$ cat config.mk
export PLATFORM = sky130hd
export DESIGN_NAME = sync_length_checksum_deframer_flat
export DESIGN_NICKNAME = d
export VERILOG_FILES = /design/src/rtl/slcd_pkg.sv /design/src/rtl/slcd_if.sv /design/src/rtl/slcd_cfg.sv /design/src/rtl/slcd_core.sv /design/src/rtl/sync_length_checksum_deframer.sv /design/src/flat_wrapper.sv
export SDC_FILE = /design/constraint.sdc
export NUM_CORES = 1
export LEC_CHECK = 0
export ABC_AREA = 1
export BUFFER_PORTS_ARGS = -buffer_cell sky130_fd_sc_hd__buf_2
export CAP_MARGIN = 20
export CORE_ASPECT_RATIO = 0.9
export CORE_MARGIN = 3
export CORE_UTILIZATION = 60
export CTS_CLUSTER_DIAMETER = 150
export DETAILED_ROUTE_END_ITERATION = 6
export GPL_TIMING_DRIVEN = 1
export PLACE_DENSITY = 0.8
export SYNTH_ARGS = -nofsm -noshare
export SYNTH_HDL_FRONTEND = slang
export SYNTH_SLANG_ARGS = --single-unit
$ cat constraint.sdc
create_clock -name clk -period 8.31 [get_ports clk]
set_clock_uncertainty 0.1 [all_clocks]
set_input_delay 1.2465 -clock clk [delete_from_list [all_inputs] [get_ports clk]]
set_output_delay 1.2465 -clock clk [all_outputs]
set_load 0.02 [all_outputs]
$ cat src/rtl/slcd_pkg.sv
`default_nettype none

package slcd_pkg;

	localparam int unsigned BYTE_W    = 8;
	localparam int unsigned LEN_W     = 16;
	localparam int unsigned REG_IDX_W = 3;

	localparam logic [BYTE_W-1:0] COMMAND_HIGHEST_RST = 8'hff;
	localparam logic [BYTE_W-1:0] COMMAND_ALWAYS_OK   = 8'h01;
	localparam logic [LEN_W-1:0]  LENGTH_LIMIT_RST    = 16'h6000;

	typedef enum logic [1:0] {
		KIND_PAYLOAD  = 2'd0,
		KIND_ACCEPT   = 2'd1,
		KIND_CSUM_ERR = 2'd2,
		KIND_LEN_DROP = 2'd3
	} kind_t;

	typedef enum logic [REG_IDX_W-1:0] {
		REG_SYNC_FIRST      = 3'd0,
		REG_SYNC_SECOND     = 3'd1,
		REG_SYNC_THIRD      = 3'd2,
		REG_COMMAND_LOWEST  = 3'd3,
		REG_COMMAND_HIGHEST = 3'd4,
		REG_LENGTH_LIMIT    = 3'd5
	} reg_idx_t;

	typedef struct packed {
		logic [BYTE_W-1:0] sync_first;
		logic [BYTE_W-1:0] sync_second;
		logic [BYTE_W-1:0] sync_third;
		logic [BYTE_W-1:0] command_lowest;
		logic [BYTE_W-1:0] command_highest;
		logic [LEN_W-1:0]  length_limit;
	} cfg_t;

	typedef struct packed {
		kind_t             kind;
		logic [BYTE_W-1:0] payload_byte;
		logic [BYTE_W-1:0] module_id;
		logic [BYTE_W-1:0] command_code;
		logic [LEN_W-1:0]  payload_length;
	} result_t;

endpackage

`default_nettype wire

$ cat src/rtl/slcd_if.sv
`default_nettype none

interface slcd_byte_if;
	logic                         valid;
	logic                         ready;
	logic [slcd_pkg::BYTE_W-1:0]  rx_byte;

	modport source (output valid, output rx_byte, input ready);
	modport sink   (input valid, input rx_byte, output ready);
endinterface

interface slcd_result_if;
	logic                         valid;
	logic                         ready;
	slcd_pkg::kind_t              kind;
	logic [slcd_pkg::BYTE_W-1:0]  payload_byte;
	logic [slcd_pkg::BYTE_W-1:0]  module_id;
	logic [slcd_pkg::BYTE_W-1:0]  command_code;
	logic [slcd_pkg::LEN_W-1:0]   payload_length;

	modport source (output valid, output kind, output payload_byte, output module_id,
		output command_code, output payload_length, input ready);
	modport sink   (input valid, input kind, input payload_byte, input module_id,
		input command_code, input payload_length, output ready);
endinterface

interface slcd_cfg_if;
	logic                            valid;
	logic                            ready;
	logic [slcd_pkg::REG_IDX_W-1:0]  reg_index;
	logic [slcd_pkg::LEN_W-1:0]      wdata;

	modport source (output valid, output reg_index, output wdata, input ready);
	modport sink   (input valid, input reg_index, input wdata, output ready);
endinterface

`default_nettype wire

$ cat src/rtl/slcd_cfg.sv
`default_nettype none

module slcd_cfg (
	input  wire logic            clk,
	input  wire logic            arst_n,
	slcd_cfg_if.sink             cfg,
	output slcd_pkg::cfg_t       cfg_regs
);
	import slcd_pkg::*;

	cfg_t regs_q;

	assign cfg.ready = 1'b1;
	assign cfg_regs  = regs_q;

	always_ff @(posedge clk or negedge arst_n) begin
		if (!arst_n) begin
			regs_q.sync_first      <= '0;
			regs_q.sync_second     <= '0;
			regs_q.sync_third      <= '0;
			regs_q.command_lowest  <= '0;
			regs_q.command_highest <= COMMAND_HIGHEST_RST;
			regs_q.length_limit    <= LENGTH_LIMIT_RST;
		end else if (cfg.valid && cfg.ready) begin
			// indexes past the list are dropped
			unique case (cfg.reg_index)
				REG_SYNC_FIRST:      regs_q.sync_first      <= cfg.wdata[BYTE_W-1:0];
				REG_SYNC_SECOND:     regs_q.sync_second     <= cfg.wdata[BYTE_W-1:0];
				REG_SYNC_THIRD:      regs_q.sync_third      <= cfg.wdata[BYTE_W-1:0];
				REG_COMMAND_LOWEST:  regs_q.command_lowest  <= cfg.wdata[BYTE_W-1:0];
				REG_COMMAND_HIGHEST: regs_q.command_highest <= cfg.wdata[BYTE_W-1:0];
				REG_LENGTH_LIMIT:    regs_q.length_limit    <= cfg.wdata;
				default: ;
			endcase
		end
	end

endmodule

`default_nettype wire

$ cat src/rtl/slcd_core.sv
`default_nettype none

module slcd_core (
	input  wire logic                        clk,
	input  wire logic                        arst_n,
	input  wire logic                        step,
	input  wire logic [slcd_pkg::BYTE_W-1:0] rx_byte,
	input  wire slcd_pkg::cfg_t              cfg_regs,
	output logic                             emit,
	output slcd_pkg::result_t                res
);
	import slcd_pkg::*;

	typedef enum logic [8:0] {
		ST_HUNT     = 9'b000000001,
		ST_SYNC1    = 9'b000000010,
		ST_SYNC2    = 9'b000000100,
		ST_MODULE   = 9'b000001000,
		ST_COMMAND  = 9'b000010000,
		ST_LEN_HI   = 9'b000100000,
		ST_LEN_LO   = 9'b001000000,
		ST_PAYLOAD  = 9'b010000000,
		ST_CHECKSUM = 9'b100000000
	} state_t;

	state_t            state_q, state_d, hunt_next;
	logic [BYTE_W-1:0] sum_q, sum_d, sum_add;
	logic [BYTE_W-1:0] module_q, module_d;
	logic [BYTE_W-1:0] command_q, command_d;
	logic [LEN_W-1:0]  length_q, length_d;
	logic [LEN_W-1:0]  remain_q, remain_d;
	logic              restart;
	logic              cmd_reject;

	assign hunt_next  = (rx_byte == cfg_regs.sync_first) ? ST_SYNC1 : ST_HUNT;
	assign sum_add    = sum_q + rx_byte;
	assign cmd_reject = (rx_byte < cfg_regs.command_lowest ||
		rx_byte > cfg_regs.command_highest) && rx_byte != COMMAND_ALWAYS_OK;

	always_comb begin
		state_d          = state_q;
		sum_d            = sum_q;
		module_d         = module_q;
		command_d        = command_q;
		length_d         = length_q;
		remain_d         = remain_q;
		restart          = 1'b0;
		emit             = 1'b0;
		res.kind         = KIND_PAYLOAD;
		res.payload_byte = '0;
		unique case (state_q) inside
			ST_HUNT: begin
				state_d = hunt_next;
			end
			ST_SYNC1: begin
				if (rx_byte == cfg_regs.sync_second) begin
					state_d = ST_SYNC2;
				end else begin
					restart = 1'b1;
					state_d = hunt_next;
				end
			end
			ST_SYNC2: begin
				if (rx_byte == cfg_regs.sync_third) begin
					state_d = ST_MODULE;
				end else begin
					restart = 1'b1;
					state_d = hunt_next;
				end
			end
			ST_MODULE: begin
				module_d = rx_byte;
				sum_d    = rx_byte;
				state_d  = ST_COMMAND;
			end
			ST_COMMAND: begin
				if (cmd_reject) begin
					restart = 1'b1;
					state_d = hunt_next;
				end else begin
					command_d = rx_byte;
					sum_d     = sum_add;
					state_d   = ST_LEN_HI;
				end
			end
			ST_LEN_HI, ST_LEN_LO: begin
				if (state_q == ST_LEN_HI) begin
					length_d = {rx_byte, {BYTE_W{1'b0}}};
				end else begin
					length_d = {length_q[LEN_W-1:BYTE_W], rx_byte};
				end
				sum_d = sum_add;
				if (length_d > cfg_regs.length_limit) begin
					emit     = 1'b1;
					res.kind = KIND_LEN_DROP;
					restart  = 1'b1;
					state_d  = ST_HUNT;
				end else if (state_q == ST_LEN_HI) begin
					state_d = ST_LEN_LO;
				end else begin
					remain_d = length_d;
					state_d  = (length_d == '0) ? ST_CHECKSUM : ST_PAYLOAD;
				end
			end
			ST_PAYLOAD: begin
				emit             = 1'b1;
				res.payload_byte = rx_byte;
				sum_d            = sum_add;
				remain_d         = remain_q - LEN_W'(1);
				if (remain_q == {{(LEN_W-1){1'b0}}, 1'b1}) begin
					state_d = ST_CHECKSUM;
				end
			end
			ST_CHECKSUM: begin
				emit     = 1'b1;
				res.kind = (sum_q == rx_byte) ? KIND_ACCEPT : KIND_CSUM_ERR;
				restart  = 1'b1;
				state_d  = ST_HUNT;
			end
			default: begin
				restart = 1'b1;
				state_d = ST_HUNT;
			end
		endcase
		res.module_id      = module_d;
		res.command_code   = command_d;
		res.payload_length = length_d;
	end

	always_ff @(posedge clk or negedge arst_n) begin
		if (!arst_n) begin
			state_q   <= ST_HUNT;
			sum_q     <= '0;
			module_q  <= '0;
			command_q <= '0;
			length_q  <= '0;
			remain_q  <= '0;
		end else if (step) begin
			state_q  <= state_d;
			remain_q <= remain_d;
			if (restart) begin
				sum_q     <= '0;
				module_q  <= '0;
				command_q <= '0;
				length_q  <= '0;
			end else begin
				sum_q     <= sum_d;
				module_q  <= module_d;
				command_q <= command_d;
				length_q  <= length_d;
			end
		end
	end

	a_payload_remain: assert property (@(posedge clk) disable iff (!arst_n)
		state_q == ST_PAYLOAD |-> remain_q != '0)
		else $error("payload state with no bytes left");

	a_payload_src: assert property (@(posedge clk) disable iff (!arst_n)
		emit && res.kind == KIND_PAYLOAD |-> state_q == ST_PAYLOAD)
		else $error("payload word outside payload state");

	a_drop_src: assert property (@(posedge clk) disable iff (!arst_n)
		emit && res.kind == KIND_LEN_DROP |-> state_q == ST_LEN_HI || state_q == ST_LEN_LO)
		else $error("length drop outside length bytes");

endmodule

`default_nettype wire

$ cat src/rtl/sync_length_checksum_deframer.sv
`default_nettype none

// Channel     Dir  Payload                                               Notes
// byte_in     in   rx_byte[7:0]                                          one received byte
// result_out  out  kind[1:0] payload_byte module_id command_code
//                  payload_length[15:0]                                  zero or one per byte
// cfg         in   reg_index[2:0] wdata[15:0]                            always ready
//
// One byte is taken per cycle while result_out does not stall; it waits in the
// input register until it advances into the frame tracker, and its result, if
// any, is loaded into the result register on that advance and leaves from there.
// The frame tracker in slcd_core updates all of its state on each advance, so
// it takes one byte per clock unless a stall on result_out holds it.
// arst_n clears the pipeline valids, the frame state and the config registers.
// A stall on result_out holds the result register; byte_in stays ready while
// the result register drains in the same cycle.
module sync_length_checksum_deframer (
	input  wire logic     clk,
	input  wire logic     arst_n,
	slcd_byte_if.sink     byte_in,
	slcd_result_if.source result_out,
	slcd_cfg_if.sink      cfg
);
	import slcd_pkg::*;

	cfg_t              cfg_regs;
	logic              valid_s1;
	logic [BYTE_W-1:0] byte_s1;
	logic              valid_s2;
	result_t           res_s2;
	result_t           core_res;
	logic              core_emit;
	logic              s2_free;
	logic              advance;

	slcd_cfg u_cfg (
		.clk      (clk),
		.arst_n   (arst_n),
		.cfg      (cfg),
		.cfg_regs (cfg_regs)
	);

	// Advance the input word into the frame tracker when the result slot can
	// take whatever it produces.
	assign s2_free       = !valid_s2 || result_out.ready;
	assign advance       = valid_s1 && s2_free;
	assign byte_in.ready = !valid_s1 || s2_free;

	slcd_core u_core (
		.clk      (clk),
		.arst_n   (arst_n),
		.step     (advance),
		.rx_byte  (byte_s1),
		.cfg_regs (cfg_regs),
		.emit     (core_emit),
		.res      (core_res)
	);

	// Input register
	always_ff @(posedge clk or negedge arst_n) begin
		if (!arst_n) begin
			valid_s1 <= 1'b0;
		end else if (byte_in.valid && byte_in.ready) begin
			valid_s1 <= 1'b1;
		end else if (advance) begin
			valid_s1 <= 1'b0;
		end
	end

	always_ff @(posedge clk) begin
		if (byte_in.valid && byte_in.ready) begin
			byte_s1 <= byte_in.rx_byte;
		end
	end

	// Result register: load on advance (a byte with no result leaves it
	// empty), otherwise drop the word once it is taken.
	always_ff @(posedge clk or negedge arst_n) begin
		if (!arst_n) begin
			valid_s2 <= 1'b0;
		end else if (advance) begin
			valid_s2 <= core_emit;
		end else if (result_out.ready) begin
			valid_s2 <= 1'b0;
		end
	end

	always_ff @(posedge clk) begin
		if (advance && core_emit) begin
			res_s2 <= core_res;
		end
	end

	assign result_out.valid          = valid_s2;
	assign result_out.kind           = res_s2.kind;
	assign result_out.payload_byte   = res_s2.payload_byte;
	assign result_out.module_id      = res_s2.module_id;
	assign result_out.command_code   = res_s2.command_code;
	assign result_out.payload_length = res_s2.payload_length;

	a_hold_s1: assert property (@(posedge clk) disable iff (!arst_n)
		valid_s1 && !s2_free |=> valid_s1 && $stable(byte_s1))
		else $error("input word lost while result slot was full");

	a_load_s2: assert property (@(posedge clk) disable iff (!arst_n)
		advance |=> valid_s2 == $past(core_emit))
		else $error("result slot out of step with frame tracker");

	a_payload_zero: assert property (@(posedge clk) disable iff (!arst_n)
		valid_s2 && res_s2.kind != KIND_PAYLOAD |-> res_s2.payload_byte == '0)
		else $error("nonzero payload byte on a frame status word");

endmodule

`default_nettype wire

$ cat src/flat_wrapper.sv
// flat-port wrapper written by rule: the top's interface ports become plain ports
module sync_length_checksum_deframer_flat import slcd_pkg::*;
  (clk, arst_n, byte_in_valid, byte_in_rx_byte, byte_in_ready, result_out_valid, result_out_kind, result_out_payload_byte, result_out_module_id, result_out_command_code, result_out_payload_length, result_out_ready, cfg_valid, cfg_reg_index, cfg_wdata, cfg_ready);
  slcd_byte_if byte_in_i ();
  slcd_result_if result_out_i ();
  slcd_cfg_if cfg_i ();
  input  wire logic clk;
  input  wire logic arst_n;
  input wire logic [$bits(byte_in_i.valid)-1:0] byte_in_valid;
  input wire logic [$bits(byte_in_i.rx_byte)-1:0] byte_in_rx_byte;
  output wire logic [$bits(byte_in_i.ready)-1:0] byte_in_ready;
  output wire logic [$bits(result_out_i.valid)-1:0] result_out_valid;
  output wire logic [$bits(result_out_i.kind)-1:0] result_out_kind;
  output wire logic [$bits(result_out_i.payload_byte)-1:0] result_out_payload_byte;
  output wire logic [$bits(result_out_i.module_id)-1:0] result_out_module_id;
  output wire logic [$bits(result_out_i.command_code)-1:0] result_out_command_code;
  output wire logic [$bits(result_out_i.payload_length)-1:0] result_out_payload_length;
  input wire logic [$bits(result_out_i.ready)-1:0] result_out_ready;
  input wire logic [$bits(cfg_i.valid)-1:0] cfg_valid;
  input wire logic [$bits(cfg_i.reg_index)-1:0] cfg_reg_index;
  input wire logic [$bits(cfg_i.wdata)-1:0] cfg_wdata;
  output wire logic [$bits(cfg_i.ready)-1:0] cfg_ready;
  assign byte_in_i.valid = byte_in_valid;
  assign byte_in_i.rx_byte = byte_in_rx_byte;
  assign byte_in_ready = byte_in_i.ready;
  assign result_out_valid = result_out_i.valid;
  assign result_out_kind = result_out_i.kind;
  assign result_out_payload_byte = result_out_i.payload_byte;
  assign result_out_module_id = result_out_i.module_id;
  assign result_out_command_code = result_out_i.command_code;
  assign result_out_payload_length = result_out_i.payload_length;
  assign result_out_i.ready = result_out_ready;
  assign cfg_i.valid = cfg_valid;
  assign cfg_i.reg_index = cfg_reg_index;
  assign cfg_i.wdata = cfg_wdata;
  assign cfg_ready = cfg_i.ready;
  sync_length_checksum_deframer u_core (.clk(clk), .arst_n(arst_n), .byte_in(byte_in_i), .result_out(result_out_i), .cfg(cfg_i));
endmodule
==> metrics.yaml <==
ys_seq_area_share_pct: 50.1
min_path_type: "register to register"
pin_count: 77
max_stage_delay_ns: 0.42
n_antenna_cell: 0
synth_warnings: 0
path_clk_slew_ns: 0.07
synth_edf_count: 50
clk_latency_ns: 0.43
synth.top_cell.area_share_pct: 30.6
tns_ns: 0
core_um2: 14800
tightest_slew_ns: 0.989
fmax_mhz: 251
crit_slowest_cell: "buf_4"
drive_above_1_share_pct: 12.8
cts_tree: "built"
start_kind: "register"
fin_cells: 1343
yosys_most_used_dff: "dfrtp_1"
viasPerCell: 5.67
final_core_util_pct: 68.6
synth_top_area_cell: "dfrtp_1"
routed_wl_um: 22100
wl_per_cell_um: 16.5
power.density_nw_per_um2: 224
first_pass_iters: 7
grt_pass1_wl_um: 35300
crit_top_cell: "nand2_1"
cts_buffers: 17
placed_area_um2: 9620
synth_nets: 1147
cts_buffer_depth: 2
final_common_cell: "nand2_1"
grt_usage_pct: 27.5
postCtsResizedCells: 0
portBuffers: 75
slew_viol_final: 0
timing.max_cap.violations: 0
chipHeight_um: 123
syn_area_per_cell_um2: 8.53
ir_drop_uv: 147
rsz0062_at_grt: "false"
nets: 1205
endpoint_kind: "register"
period_needed_ns: 3.98
clock-sinks: 173
num_rows: 42
initial_core_util_pct: 61.8
drtIter0Drc: 835
min_period_over_period_pct: 47.9
status: "complete, no violations"
synth.distinct_cells: 42
antenna_found_initial: 0
crit_arrival_ns: 3.95
async_reset_ff_share_pct: 71.1
root_buffer: "clkbuf_16"
crit_type: "register to register"
slew_headroom_pct: 34.1
synth_seq_cells: 173
grt_pass1_vias: 6934
final_cell_mix: "282 x nand2_1, 123 x o21ai_0, 112 x dfrtp_1, 101 x inv_1, 85 x nor2_1"
drcViolationCount: 0
via_count: 7609
hold_viol_final: 0
dp.cells: 1311
post_cts_buffers: 0
grt_max_degree: 76
cts_hold_buf: 0
leakagePower_uw: 0.00481
cp_cell_sequence: "inv_1 > nand2_1 > nor2_4 > nand2_4 > o21ai_0 > inv_1 > ha_1 > nand4_1 > nor2_1 > nand2_1 > nand2_1 > nand3_2 > nand3_1 > nand2_1 > clkinv_1 > buf_4"
gp_congestion: 0.972
synth_area_leaders: "dfrtp_1 31%, edfxtp_1 16%, nand2_1 12%, o21ai_0 6.7%, ha_1 5.5%"
die_area_um2: 16800
synthCells: 1074
htreeDepth: 4
crit_required_ns: 8.27
hpwl_um: 14900
fin_area_um2: 10200
synthToLayoutAreaGrowth_pct: 10.9
path_max_fanout: 42
grt_overflow: 0
synth_area_um2: 9170
finalSetupViolCount: 0
die_w_um: 136
detail-route-antenna-nets: 0
==> logic make-up (layout without fill, tap and decap cells) <==
group | Yosys count | after routing | share of synthesized area, %
AND/OR/NAND/NOR | 474 | 474 | 22.7
AO/OA/AOI/OAI | 199 | 199 | 11.4
flip-flops | 173 | 173 | 50.1
XOR/XNOR | 34 | 34 | 3.25
adder cells (fa/ha/maj) | 41 | 41 | 5.68
buffers and inverters | 152 | 223 | 6.84
other | 1 | 1 | 0.0409
==> synth_stat cells, types with 4 or more instances <==
cell type  instances
nand2_1          282
o21ai_0          123
dfrtp_1          112
inv_1            102
nor2_1            85
nand3_1           54
edfxtp_1          50
ha_1              40
a21oi_1           35
xnor2_1           30
clkbuf_1          22
o21ai_1           20
nand4_1           17
dfstp_2           11
buf_2             10
nor3_1             7
inv_2              6
nor2_4             6
buf_4              5
o211ai_1           5
o31ai_1            5
a31oi_1            4
nand2_2            4
nand2_4            4
nor4_1             4
xor2_1             4
==> power breakdown <==
| group | internal [uW] | switching, uW | total, uW | leakage [uW] |
|---|---|---|---|---|
| sequential | 978 | 70.6 | 1050 | 0.00203 |
| clock | 414 | 332 | 746 | 0.000268 |
| combinational | 181 | 306 | 487 | 0.00251 |
| total | 1570 | 708 | 2280 | 0.00481 |
==> flip-flops by register name, indices dropped and copies added (netlist names) <==
name                              cells
u_core.u_core.command_q               8
u_core.result_out.valid               1
u_core.u_core.sum_q                   8
u_core.u_core.module_q                8
u_core.u_core.length_q               16
u_core.result_out.command_code        8
u_core.u_core.state_q                 9
u_core.result_out.payload_length     16
u_core.result_out.module_id           8
u_core.result_out.payload_byte        8
u_core.u_core.remain_q               16
u_core.u_cfg.cfg_regs                56
u_core.valid_s1                       1
u_core.byte_s1                        8
u_core.result_out.kind                2
==> area by class of cell <==
class	count	area (um2)
inverter	112	423
multi-input combinational	749	3950
fill	1187	4650
tap	198	248
clock inverter	10	63.8
clock buffer	22	485
timing repair buffer	79	408
sequential	173	4590
==> per-stage QoR <==
step	setup WS [ns]	total power (uW)	hold slack, ns
final	4.33	2280	0.377
after global routing	4.05	2400	0.406
after CTS	4.37	2280	0.382
after detailed placement	4.42	1540	0.365
after global placement	4.55	1520	0.363
after floorplan	4.62	1420	0.348
==> worst max-delay path: cells and delay by family, from the launching register on <==
| family | cells | cell delay [ns] |
|---|---|---|
| DFF | 1 | 0.40 |
| AOI/OAI and AO/OA | 1 | 0.33 |
| adders and majority gates | 1 | 0.34 |
| buffers and inverters | 4 | 0.96 |
| and+or+nand+nor | 10 | 1.42 |
==> final timing paths <==
kind,start,endpoint,slack [ns],depth (start not counted)
setup / recovery,u_core.u_core.state_q[8],u_core.result_out.module_id[2],4.33,16
hold / removal,u_core.u_core.sum_q[3],u_core.u_core.sum_q[3],0.38,2
setup reg to reg,u_core.u_core.state_q[8],u_core.result_out.module_id[2],4.33,16
hold reg to reg,u_core.u_core.sum_q[3],u_core.u_core.sum_q[3],0.38,2
max in group asynchronous,arst_n,u_core.u_cfg.cfg_regs[38],6.00,2
min in group asynchronous,arst_n,u_core.u_core.command_q[5],0.89,1
==> routing by layer <==
| layer | vias up | global-route usage [%] | routed length, um |
|---|---|---|---|
| met1 | 3553 | 40.2 | 10000 |
| met5 | - | 0 | 0 |
| met2 | 362 | 41.1 | 9740 |
| li1 | 3646 | - | - |
| met3 | 48 | 4.80 | 1780 |
| met4 | 0 | 11.2 | 570 |
No activity file was read; power rests on OpenSTA's default activity.
